<file path="src/brb_pkg.sv">
package brb_pkg;

  localparam int SLOT_COUNT = 4;
  localparam int SLOT_IDX_W = (SLOT_COUNT > 1) ? $clog2(SLOT_COUNT) : 1;
  localparam int TAG_W = 8;
  localparam int XLEN = 32;
  localparam logic [XLEN-1:0] PC_STEP = XLEN'(4);

  typedef logic [TAG_W-1:0] tag_t;
  typedef logic [XLEN-1:0] addr_t;

  typedef enum logic [2:0] {
    OP_EQ  = 3'd0,
    OP_NE  = 3'd1,
    OP_LT  = 3'd2,
    OP_GE  = 3'd3,
    OP_LTU = 3'd4,
    OP_GEU = 3'd5
  } op_t;

  typedef struct packed {
    logic  valid;
    tag_t  tag;
    addr_t from_pc;
    addr_t target_pc;
  } push_t;

  typedef struct packed {
    logic  valid;
    tag_t  tag;
  } flush_t;

  typedef struct packed {
    logic  valid;
    addr_t from_pc;
    addr_t target_pc;
    tag_t  tag;
    logic  full;
  } head_t;

  // a is older than b when (a - b) mod 2^TAG_W lands in the upper half
  function automatic logic tag_older(input tag_t a, input tag_t b);
    tag_t diff;
    diff = a - b;
    return diff[TAG_W-1];
  endfunction

endpackage

</file>
<file path="src/brb_resolve.sv">
module brb_resolve (
  input  logic                             dispatch_valid,
  input  brb_pkg::tag_t                    dispatch_tag,
  input  logic [2:0]                       operation,
  input  logic signed [brb_pkg::XLEN-1:0]  first_source,
  input  logic signed [brb_pkg::XLEN-1:0]  second_source,
  input  brb_pkg::addr_t                   branch_pc,
  input  logic signed [brb_pkg::XLEN-1:0]  offset,
  output brb_pkg::push_t                   push
);

  logic eq;
  logic lt_s;
  logic lt_u;
  logic taken;

  assign eq   = first_source == second_source;
  assign lt_s = first_source < second_source;
  assign lt_u = unsigned'(first_source) < unsigned'(second_source);

  always_comb begin
    unique case (operation)
      brb_pkg::OP_EQ:  taken = eq;
      brb_pkg::OP_NE:  taken = !eq;
      brb_pkg::OP_LT:  taken = lt_s;
      brb_pkg::OP_GE:  taken = !lt_s;
      brb_pkg::OP_LTU: taken = lt_u;
      brb_pkg::OP_GEU: taken = !lt_u;
      default:         taken = 1'b0;
    endcase
  end

  assign push.valid     = dispatch_valid;
  assign push.tag       = dispatch_tag;
  assign push.from_pc   = branch_pc;
  assign push.target_pc = taken ? branch_pc + unsigned'(offset)
                                : branch_pc + brb_pkg::PC_STEP;

endmodule

</file>
<file path="src/brb_slots.sv">
module brb_slots (
  input  logic           clk,
  input  logic           rst,
  input  logic           step,
  input  brb_pkg::push_t push,
  input  brb_pkg::flush_t flush,
  output brb_pkg::head_t head
);

  logic           slot_valid [brb_pkg::SLOT_COUNT];
  logic           slot_valid_next [brb_pkg::SLOT_COUNT];
  brb_pkg::addr_t slot_from_pc [brb_pkg::SLOT_COUNT];
  brb_pkg::addr_t slot_target_pc [brb_pkg::SLOT_COUNT];
  brb_pkg::tag_t  slot_tag [brb_pkg::SLOT_COUNT];

  logic                          found;
  logic [brb_pkg::SLOT_IDX_W-1:0] best;
  logic                          has_free;
  logic [brb_pkg::SLOT_IDX_W-1:0] free_idx;
  logic                          do_push;
  logic                          push_flushed;

  // oldest entry, lowest slot wins ties; lowest free slot
  always_comb begin
    found    = 1'b0;
    best     = '0;
    has_free = 1'b0;
    free_idx = '0;
    for (int i = 0; i < brb_pkg::SLOT_COUNT; i++) begin
      if (slot_valid[i]) begin
        if (!found || brb_pkg::tag_older(slot_tag[i], slot_tag[best])) begin
          best = brb_pkg::SLOT_IDX_W'(i);
        end
        found = 1'b1;
      end else if (!has_free) begin
        has_free = 1'b1;
        free_idx = brb_pkg::SLOT_IDX_W'(i);
      end
    end
  end

  assign head.valid     = found;
  assign head.from_pc   = found ? slot_from_pc[best] : '0;
  assign head.target_pc = found ? slot_target_pc[best] : '0;
  assign head.tag       = found ? slot_tag[best] : '0;
  assign head.full      = !has_free;

  assign do_push      = push.valid && has_free;
  assign push_flushed = flush.valid && !brb_pkg::tag_older(push.tag, flush.tag);

  always_comb begin
    for (int i = 0; i < brb_pkg::SLOT_COUNT; i++) begin
      if (do_push && free_idx == brb_pkg::SLOT_IDX_W'(i)) begin
        slot_valid_next[i] = !push_flushed;
      end else begin
        slot_valid_next[i] = slot_valid[i]
          && !(found && slot_tag[i] == head.tag)
          && !(flush.valid && !brb_pkg::tag_older(slot_tag[i], flush.tag));
      end
    end
  end

  always_ff @(posedge clk) begin
    for (int i = 0; i < brb_pkg::SLOT_COUNT; i++) begin
      if (rst) begin
        slot_valid[i] <= 1'b0;
      end else if (step) begin
        slot_valid[i] <= slot_valid_next[i];
      end
      if (step && do_push && free_idx == brb_pkg::SLOT_IDX_W'(i)) begin
        slot_from_pc[i]   <= push.from_pc;
        slot_target_pc[i] <= push.target_pc;
        slot_tag[i]       <= push.tag;
      end
    end
  end

endmodule

</file>
<file path="src/branch_resolve_buffer_top.sv">
// channel  | handshake                  | payload
// request  | req_valid / req_stall      | dispatch_*, operation, sources, branch_pc, offset, squash*
// result   | result_valid / result_stall | head_valid, head_from_pc, head_target_pc, head_tag, all_full
//
// one request per cycle sustained while the result is not stalled; a request is registered,
// then resolved against the slot state and its result registered when it advances.
// the slot update and result register share one advance enable.
// synchronous reset empties all slots and both register stages.
// result_stall holds the result register; req_stall rises only while both stages are full.
module branch_resolve_buffer_top (
  input  logic                            clk,
  input  logic                            rst,
  input  logic                            req_valid,
  output logic                            req_stall,
  input  logic                            dispatch_valid,
  input  logic [7:0]                      dispatch_tag,
  input  logic [2:0]                      operation,
  input  logic signed [31:0]              first_source,
  input  logic signed [31:0]              second_source,
  input  logic [31:0]                     branch_pc,
  input  logic signed [31:0]              offset,
  input  logic                            squash,
  input  logic [7:0]                      squash_tag,
  output logic                            result_valid,
  input  logic                            result_stall,
  output logic                            head_valid,
  output logic [31:0]                     head_from_pc,
  output logic [31:0]                     head_target_pc,
  output logic [7:0]                      head_tag,
  output logic                            all_full
);

  logic               req_full;
  logic               q_dispatch_valid;
  logic [7:0]         q_dispatch_tag;
  logic [2:0]         q_operation;
  logic signed [31:0] q_first_source;
  logic signed [31:0] q_second_source;
  logic [31:0]        q_branch_pc;
  logic signed [31:0] q_offset;
  logic               q_squash;
  logic [7:0]         q_squash_tag;

  logic            advance;
  logic            take;
  brb_pkg::push_t  push;
  brb_pkg::flush_t flush;
  brb_pkg::head_t  head;

  assign advance   = req_full && (!result_valid || !result_stall);
  assign req_stall = req_full && !advance;
  assign take      = req_valid && !req_stall;

  always_ff @(posedge clk) begin
    if (rst) begin
      req_full <= 1'b0;
    end else if (take) begin
      req_full <= 1'b1;
    end else if (advance) begin
      req_full <= 1'b0;
    end
    if (take) begin
      q_dispatch_valid <= dispatch_valid;
      q_dispatch_tag   <= dispatch_tag;
      q_operation      <= operation;
      q_first_source   <= first_source;
      q_second_source  <= second_source;
      q_branch_pc      <= branch_pc;
      q_offset         <= offset;
      q_squash         <= squash;
      q_squash_tag     <= squash_tag;
    end
  end

  brb_resolve u_resolve (
    .dispatch_valid (q_dispatch_valid),
    .dispatch_tag   (q_dispatch_tag),
    .operation      (q_operation),
    .first_source   (q_first_source),
    .second_source  (q_second_source),
    .branch_pc      (q_branch_pc),
    .offset         (q_offset),
    .push           (push)
  );

  assign flush.valid = q_squash;
  assign flush.tag   = q_squash_tag;

  brb_slots u_slots (
    .clk   (clk),
    .rst   (rst),
    .step  (advance),
    .push  (push),
    .flush (flush),
    .head  (head)
  );

  always_ff @(posedge clk) begin
    if (rst) begin
      result_valid <= 1'b0;
    end else if (advance) begin
      result_valid <= 1'b1;
    end else if (!result_stall) begin
      result_valid <= 1'b0;
    end
    if (advance) begin
      head_valid     <= head.valid;
      head_from_pc   <= head.from_pc;
      head_target_pc <= head.target_pc;
      head_tag       <= head.tag;
      all_full       <= head.full;
    end
  end

endmodule

</file>
<file path="config.mk">
export PLATFORM = sky130hd
export DESIGN_NAME = branch_resolve_buffer_top
export DESIGN_NICKNAME = d
export VERILOG_FILES = /design/src/brb_pkg.sv /design/src/brb_resolve.sv /design/src/brb_slots.sv /design/src/branch_resolve_buffer_top.sv
export SDC_FILE = /design/constraint.sdc
export NUM_CORES = 1
export LEC_CHECK = 0
export ABC_AREA = 1
export BUFFER_PORTS_ARGS = -buffer_cell sky130_fd_sc_hd__buf_4
export CORE_ASPECT_RATIO = 2
export CORE_MARGIN = 1.5
export CORE_UTILIZATION = 50
export DETAILED_ROUTE_END_ITERATION = 16
export PLACE_DENSITY_LB_ADDON = 0.3
export SYNTH_ARGS = -nofsm -noshare
export SYNTH_HDL_FRONTEND = slang
export SYNTH_HIERARCHICAL = 1
export SYNTH_SLANG_ARGS = --single-unit
</file>
<file path="constraint.sdc">
create_clock -name clk -period 14.24 [get_ports clk]
set_input_delay 0.712 -clock clk [delete_from_list [all_inputs] [get_ports clk]]
set_output_delay 0.712 -clock clk [all_outputs]
set_load 0.005 [all_outputs]
</file>
# After elaboration in Yosys (flattened, before gate mapping)
# Memories as Yosys holds them, arrays and structs flattened. A register that Yosys moved wholly into a read port is not among the register bits.
# Index checks and enable logic that the tools add are counted.
[classes]
addsub = 10
order_cmp = 2
eq_ne = 14
n_mux = 75
bitwise = 4
reduce_logical = 73
[op_table]
columns = ["op", "count"]
rows = [
  ["two-way mux 32 bit", 7],
  ["OR reduction 32 bit", 6],
  ["< comparator 32 bit", 2],
  ["subtractor 8 bit", 8],
  ["two-way mux 1 bit", 44],
  ["two-way mux 2 bit", 19],
  ["adder 32 x 3 -> 32 bit, second input constant", 1],
  ["adder 32 bit", 1],
  ["equality test 32 bit", 1],
  ["equality test 8 bit", 4],
  ["two-way mux 8 bit", 4],
  ["logical AND 1 bit", 30],
  ["logical NOT 1 bit", 27],
  ["OR reduction 8 bit", 3],
  ["equality test 3 x 2 -> 1 bit, second input constant", 2],
  ["equality test 3 bit, second input constant", 2],
  ["one-hot mux 1 bit (6 select lines)", 1],
  ["equality test 2 bit, second input constant", 2],
  ["logical OR 1 bit", 4],
  ["bitwise OR 1 bit", 4],
  ["equality test 3 x 1 -> 1 bit, second input constant", 1],
  ["logical NOT 3 bit", 1],
  ["equality test 2 x 1 -> 1 bit, second input constant", 1],
  ["logical NOT 2 bit", 1],
  ["other kinds (2)", 2],
]
[totals]
register_bits = 161
ram_bits = 292
in_bits = 153
out_inout_bits = 76
wordCells = 196
mem_count = 4
[memory_table]
columns = ["name", "words", "width", "rd", "rd_clocked_by_memory_dff", "write_ports", "line", "source"]
rows = [
  ["u_slots.slot_from_pc", 4, 32, 1, 1, 1, "brb_slots.sv:12", "brb_pkg::addr_t slot_from_pc [brb_pkg::SLOT_COUNT];"],
  ["u_slots.slot_target_pc", 4, 32, 1, 1, 1, "brb_slots.sv:13", "brb_pkg::addr_t slot_target_pc [brb_pkg::SLOT_COUNT];"],
  ["u_slots.slot_tag", 4, 8, 7, 0, 1, "brb_slots.sv:14", "brb_pkg::tag_t slot_tag [brb_pkg::SLOT_COUNT];"],
  ["u_slots.slot_valid", 4, 1, 4, 0, 4, "brb_slots.sv:10", "logic slot_valid [brb_pkg::SLOT_COUNT];"],
]

# Depth between registers and ports, before layout
# Gate-level depths: netlist (run 1).
# An unclocked memory read counts as a cell.
[depth]
ltp_word = 25
mapped_depth = 51
depth_no_buf = 48

# By module
# Netlist (run 1), hierarchy kept.
[by_module_without_submodules]
columns = ["module", "instances", "cells_each", "area_per_inst_um2"]
rows = [
  ["brb_slots", 1, 1240, 13839.5],
  ["branch_resolve_buffer_top", 1, 235, 6787.8],
  ["brb_resolve", 1, 760, 4309.1],
]

# Worst setup path before layout (run 1)
# No wires, ideal clock.
[synth_timing]
path_kind = "in2reg"
start = "input result_stall"
end = "memory u_slots/slot_from_pc[2][0] (netlist name) (enable)"
setup_time_ps = 679
arrival_ps = 12004
setup_slack_ps = 1558
stages = 3
cell_sequence = "a21oi_1 inv_1 nor4_1"
[synth_via]
elab_chain_cells = 11
elab_cells_between_ends = 25
cone_classes = "mux (14); reduce/logical (11)"
[synth_rtl]
columns = ["item", "line", "source"]
rows = [
  ["start, declared", "branch_resolve_buffer_top.sv:25", "input logic result_stall,"],
  ["logical NOT 1 bit *", "n/a", ""],
  ["logical OR 1 bit *", "branch_resolve_buffer_top.sv:50", "assign advance = req_full && (!result_valid || !result_stall);"],
  ["logical AND 1 bit *", "branch_resolve_buffer_top.sv:50", ""],
  ["logical AND 1 bit *", "brb_slots.sv:70", "if (step && do_push && free_idx == brb_pkg::SLOT_IDX_W'(i)) begin"],
  ["logical AND 1 bit", "brb_slots.sv:70", ""],
  ["two-way mux 1 bit", "brb_slots.sv:70", ""],
  ["two-way mux 1 bit (implied by the code)", "brb_slots.sv:71", "slot_from_pc[i] <= push.from_pc;"],
  ["OR reduction 32 bit (no source line)", "n/a", ""],
  ["two-way mux 2 bit (no source line) or two-way mux 1 bit (tied branches) (3 in a row)", "n/a", ""],
  ["end, declared", "brb_slots.sv:12", ""],
]
# Every way passes the cells marked *; elsewhere a longest branch is shown, timed or not.

==> flow_summary.yaml, run 1 <==
final_layout:
  fin_nets: 2675
  syn_to_final_growth_pct: 14.3
  multi_input_area_sq_um: 8040
  regArea_sq_um: 15500
  layout_commonest_cell: "edfxtp_1"
  final_cell_mix: "edfxtp_1, nand2_1, buf_4"
  fill_cells: 4107
  num_antenna_cells: 0
  post-route-util_pct: 57.9
  drive_above_1_share_pct: 15.2
placed_design:
  port_buffers: 228
  place_congestion: 1.02
  dpl.hpwl_um: 50000
worst_setup_path:
  reg2regPathDepth: 40
  regToRegStartpoint: "u_slots/slot_tag[1][6]"
  rrSetupSlack_ns: 5.75
  timing.rr.end: "u_slots/slot_valid[1]"
  crit_type: "reg2reg"
  cpMaxStageDelayCell: "nand2_4"
  cpPeakStageDelay_ns: 0.72
  crit_fanout: 80
  cp.arrival_ns: 8.81
  required_ns: 14.56
  worstSetupStartpointType: "flip-flop"
  worst_path_most_repeated_cell: "nand2_1"
  crit_path_end_kind: "flip-flop"
hold_path:
  hold_path.class: "in2reg"
  hold-path-endpoint: "q_dispatch_tag[2]"
  worstHoldPathCells: 1
  min_from: "dispatch_tag[2]"
yosys:
  synth_area_leader_cell: "edfxtp_1"
  yosysSeqAreaShare_pct: 62.2
  synth_warnings: 6
  synthFlopType: "edfxtp_1"
  synth.avg_cell_area_sq_um: 11.2
  yosys.cell_types.count: 43
  async_flop_share_pct: 0
  synth-edff-count: 515
  synth_top_area_share_pct: 62.0
  syn_area_sq_um: 24900
  syn_nets: 2501
  postSynthCellCount: 2235
  synth_area_leaders: "edfxtp_1, ha_1, nand2_1"
  synth-seq-cells: 517
sta:
  fin_tns_setup_ns: 0
  fin_crit_sh_pct: 59.6
  slew_headroom_pct: 14.9
  max_freq_ghz: 0.118
  hold_violations: 0
  drv_slew: 0
  fin_skew_ns: 0.0283
  setup_viol: 0
  fin_crit_ns: 8.49
  tightest_slew_ns: 1.26
  rsz0062_at_grt: "no"
clock_network:
  insertion_delay_ns: 0.60
  cts_setup_buffers: 0
  clk_pin_slew_ns: 0.07
  clk_path_buf_depth: 3
  ctsHoldBuffers: 0
  cts_tree: "done"
  ctsRootBufferMaster: "clkbuf_16"
  clock_sinks: 517
  cts_buffers: 46
  cts_resized: 0
  htree_levels: 2
route:
  wl_per_cell_um: 23.1
  ant_nets: 0
  vias: 17531
  wl_um: 71300
  viasPerCell: 5.68
  drc: 0
  first_iter_violations: 1409
  drtPass1Iterations: 5
die:
  die_w_um: 161
  dieArea_sq_um: 51300
  fp.dieH_um: 319
  core_area_sq_um: 49200
  ioPinCount: 229
  initial_core_util_pct: 50.7
  core.rowCount: 115
run_status:
  status: "completed"
pwr:
  p_leak_nw: 11.4
  p_total_w: 0.00363
  vdd_drop_max_uv: 108
  power_density_nw_per_um2: 127
grt:
  grt_max_degree: 86
  grt_pass1_vias: 18014
  antenna_found_initial: 0
  grt.total_usage_pct: 27.8
  grt-ovfl-total: 0
  grt_first_pass_wirelength_um: 105000
run:
  maxCapViolCount: 0
kinds of logic (layout without fill, tap and decap cells):
kind of cell / after synthesis / after routing / share of synthesized area [%]
adders and majority gates: 113 / 113 / 5.70
buffers and inverters: 317 / 526 / 5.76
xor gates and xnor gates: 59 / 59 / 2.07
DFF: 517 / 517 / 62.2
AOI/OAI and AO/OA: 489 / 489 / 10.9
and+or+nand+nor: 740 / 740 / 13.4
Yosys cell counts, types with 34 or more instances:
master / number
o21bai_1: 73
nor2_1: 163
clkbuf_1: 34
o21ai_0: 133
nand4_1: 72
edfxtp_1: 515
nand3_1: 71
inv_1: 186
a21oi_1: 225
xor2_1: 37
ha_1: 112
nand2_1: 369
buf_4: 42
flip-flops by register name, summed over array words and instances (netlist names), 3 cells and up:
| signal | flops |
|---|---|
| q_branch_pc | 32 |
| u_slots/slot_valid | 4 |
| q_dispatch_tag | 8 |
| q_second_source | 32 |
| u_slots/slot_from_pc | 128 |
| q_squash_tag | 8 |
| head_target_pc | 32 |
| q_offset | 32 |
| u_slots/slot_tag | 32 |
| u_slots/slot_target_pc | 128 |
| q_first_source | 32 |
| head_from_pc | 32 |
| q_operation | 3 |
| head_tag | 8 |
layout make-up:
class | instances | share of cell area [%]
clock buffers | 53 | 4.13
repair buffers | 246 | 6.48
well taps | 643 | 2.82
multi-input cells | 1401 | 28.2
flip-flops and latches | 517 | 54.4
inverters | 197 | 2.61
clock inverters | 30 | 1.32
report_power, final:
part,switching (W),leakage (nW),internal [W]
Sequential,0.0000402,4.83,0.00176
Combinational,0.000349,5.85,0.000179
Clock,0.000567,0.746,0.000729
Total,0.000956,11.4,0.00267
worst max-delay path: cells and delay by family (launching register included):
kind,cells,cell delay [ns]
buf+inv,5,1.37
fa+ha+maj,3,0.92
flops,1,0.51
compound gates,7,1.30
simple gates,25,3.98
metal layers:
| metal | share of wire (%) | track usage (%) | wire length, um |
|---|---|---|---|
| met2 | 54 | 52.2 | 38300 |
| met3 | 5.2 | 3.16 | 3710 |
| met1 | 33 | 28.1 | 23800 |
| met4 | 7.8 | 19.5 | 5550 |
| met5 | 0 | 0 | 0 |
how the worst max path moves through the flow:
stage	from	to	slack, ns
2_1_floorplan	result_stall	u_slots/slot_from_pc[2][0]	1.56
3_5_place_dp	u_slots/slot_tag[1][6]	u_slots/slot_valid[3]	5.79
3_3_place_gp	u_slots/slot_tag[1][6]	u_slots/slot_valid[3]	5.91
4_1_cts	u_slots/slot_tag[1][6]	u_slots/slot_valid[3]	5.76
6_report	u_slots/slot_tag[1][6]	u_slots/slot_valid[1]	5.75
5_1_grt	u_slots/slot_tag[1][6]	u_slots/slot_valid[3]	5.07
per-stage QoR:
step           hold WS, ns  setup WS (ns)  instances  instance area, sq um
3_3_place_gp         0.489           5.91       3004                 26900
5_1_grt              0.273           5.07       3087                 28500
2_1_floorplan        0.457           1.56       2235                 24900
4_1_cts              0.263           5.76       3087                 28500
3_5_place_dp         0.505           5.79       3004                 26900
6_report             0.287           5.75       3087                 28500
Power figures use the tool's default switching activity.
==> run 2, diff against run 1 <==
- clock period: 14.24 -> 8.9 ns (I/O delays scaled with it)
==> flow_summary.yaml, run 2 (synthesis gave the netlist of run 1 again) <==
clock_network:
  ctsRootBufferMaster: "clkbuf_16"
  insertion_delay_ns: 0.59
  clock_sinks: 517
  cts_buffers: 46
  cts_resized: 0
  clk_pin_slew_ns: 0.07
  htree_levels: 2
  cts_tree: "done"
  cts_setup_buffers: 0
  clk_path_buf_depth: 3
route:
  first_iter_violations: 1286
  vias: 17824
  drtPass1Iterations: 5
  wl_per_cell_um: 23.6
  viasPerCell: 5.76
  drc: 0
  wl_um: 73000
  ant_nets: 0
sta:
  slew_headroom_pct: 24.3
  fin_crit_sh_pct: 81.1
  hold_slack_ns: 0.0274
  rsz0062_at_grt: "no"
  fin_tns_setup_ns: 0
  fin_skew_ns: 0.0188
  tightest_slew_ns: 1.12
  fin_crit_ns: 7.22
  drv_slew: 0
  max_freq_ghz: 0.139
  hold_violations: 0
  setup_viol: 0
worst_setup_path:
  cp_num_cells: 40
  cpPeakStageDelay_ns: 0.61
  reg2regPathDepth: 40
  required_ns: 9.23
  cp_top_family: "simple AND/OR/NAND/NOR gates"
  crit_path_end_kind: "flip-flop"
  crit_type: "reg2reg"
  rrSetupSlack_ns: 1.68
  cpMaxStageDelayCell: "buf_4"
  crit_fanout: 52
  worstSetupStartpointType: "flip-flop"
  worst_path_most_repeated_cell: "nand2_1"
  cp.arrival_ns: 7.55
  timing.rr.end: "u_slots/slot_valid[0]"
  regToRegStartpoint: "u_slots/slot_tag[0][6]"
  path_buf_inv: 5
pwr:
  intPower_w: 0.00423
  p_leak_nw: 11.5
  seq_power_share_pct: 50.3
  power_density_nw_per_um2: 201
  netSwitchingFraction_pct: 26.3
  p_total_w: 0.00575
  vdd_drop_max_uv: 165
  comb_power_share_pct: 14.8
  power.switching_w: 0.00151
  clock_power_share_pct: 34.9
final_layout:
  layout_commonest_cell: "edfxtp_1"
  multi_input_area_sq_um: 8050
  final_cell_mix: "edfxtp_1, nand2_1, buf_4"
  drive_above_1_share_pct: 15.1
  reg.largest.list: "u_slots/slot_from_pc x128, u_slots/slot_target_pc x128"
  fin_nets: 2685
  syn_to_final_growth_pct: 14.5
  post-route-util_pct: 58.0
  final_cells: 3097
  regArea_sq_um: 15500
  fill_cells: 4115
  num_antenna_cells: 0
die:
  dieArea_sq_um: 51300
  fp.dieH_um: 319
  initial_core_util_pct: 50.7
  die_w_um: 161
  core.rowCount: 115
  ioPinCount: 229
  core_area_sq_um: 49200
grt:
  grt-ovfl-total: 0
  grt_pass1_vias: 18089
  antenna_found_initial: 1
  grt.total_usage_pct: 28.2
  grt_first_pass_wirelength_um: 106000
  grt_max_degree: 78
hold_path:
  hold_path.class: "in2reg"
  min_from: "offset[18]"
  worstHoldPathCells: 1
  hold-path-endpoint: "q_offset[18]"
run_status:
  status: "completed"
placed_design:
  port_buffers: 228
  dpl.hpwl_um: 52000
  dp.cells: 3010
  place_congestion: 0.996
run:
  maxCapViolCount: 0
==> run 2: worst reg2reg max path: cells and delay by family (launching register included) <==
kind,cells,cell delay (ns)
and+or+nand+nor,25,3.19
AOI/OAI and AO/OA,7,1.53
adders and majority gates,3,0.84
buffers and inverters,5,0.97
DFF,1,0.42
==> run 2: area by class of cell <==
cell class                      count  area share [%]
Sequential cell                   517            54.3
Clock inverter                     26           0.829
Inverter                          197            2.61
Multi-Input combinational cell   1401            28.2
Timing Repair Buffer              256            6.81
Tap cell                          643            2.82
Clock buffer                       57            4.40
==> run 2: power groups by stage <==
stage | logic (W) | registers (W) | clock network [W]
after detailed placement | 0.000841 | 0.00294 | 0
after floorplan | 0.000541 | 0.00291 | 0
after global placement | 0.000826 | 0.00294 | 0
final | 0.000853 | 0.00289 | 0.00200
after CTS | 0.000846 | 0.00289 | 0.00204
after global routing | 0.000933 | 0.00290 | 0.00212
==> run 2: how the worst max path moves through the flow <==
stage | from | to | slack [ns]
after floorplan | result_stall | u_slots/slot_from_pc[3][0] | 0.30
after global placement | u_slots/slot_tag[1][6] | u_slots/slot_valid[2] | 1.94
after detailed placement | u_slots/slot_tag[1][6] | u_slots/slot_valid[2] | 1.85
after CTS | u_slots/slot_tag[1][6] | u_slots/slot_valid[2] | 1.82
after global routing | u_slots/slot_tag[0][6] | u_slots/slot_valid[0] | 1.14
final | u_slots/slot_tag[0][6] | u_slots/slot_valid[0] | 1.68
==> run 2: metal layers <==
metal,global-route usage (%),up-vias,wire length [um]
met1,27.5,8527,23300
met2,52.1,811,38900
met3,4.46,248,4320
met4,22.0,0,6470
met5,0,-,0
li1,-,8238,-
==> run 2: per-stage QoR <==
step                      instance area (sq um)  worst slack [ns]
final                                     28500              1.68
after detailed placement                  27000              1.85
after global routing                      28500              1.14
after global placement                    27000              1.94
after floorplan                           25000             0.296
after CTS                                 28500              1.82
==> run 2: what timing repair did <==
item | 4_1_cts | 5_1_grt
endpoints found under the hold margin | 4 | 0
endpoints found under the setup margin | 0 | 0
hold buffers | 4 | 0
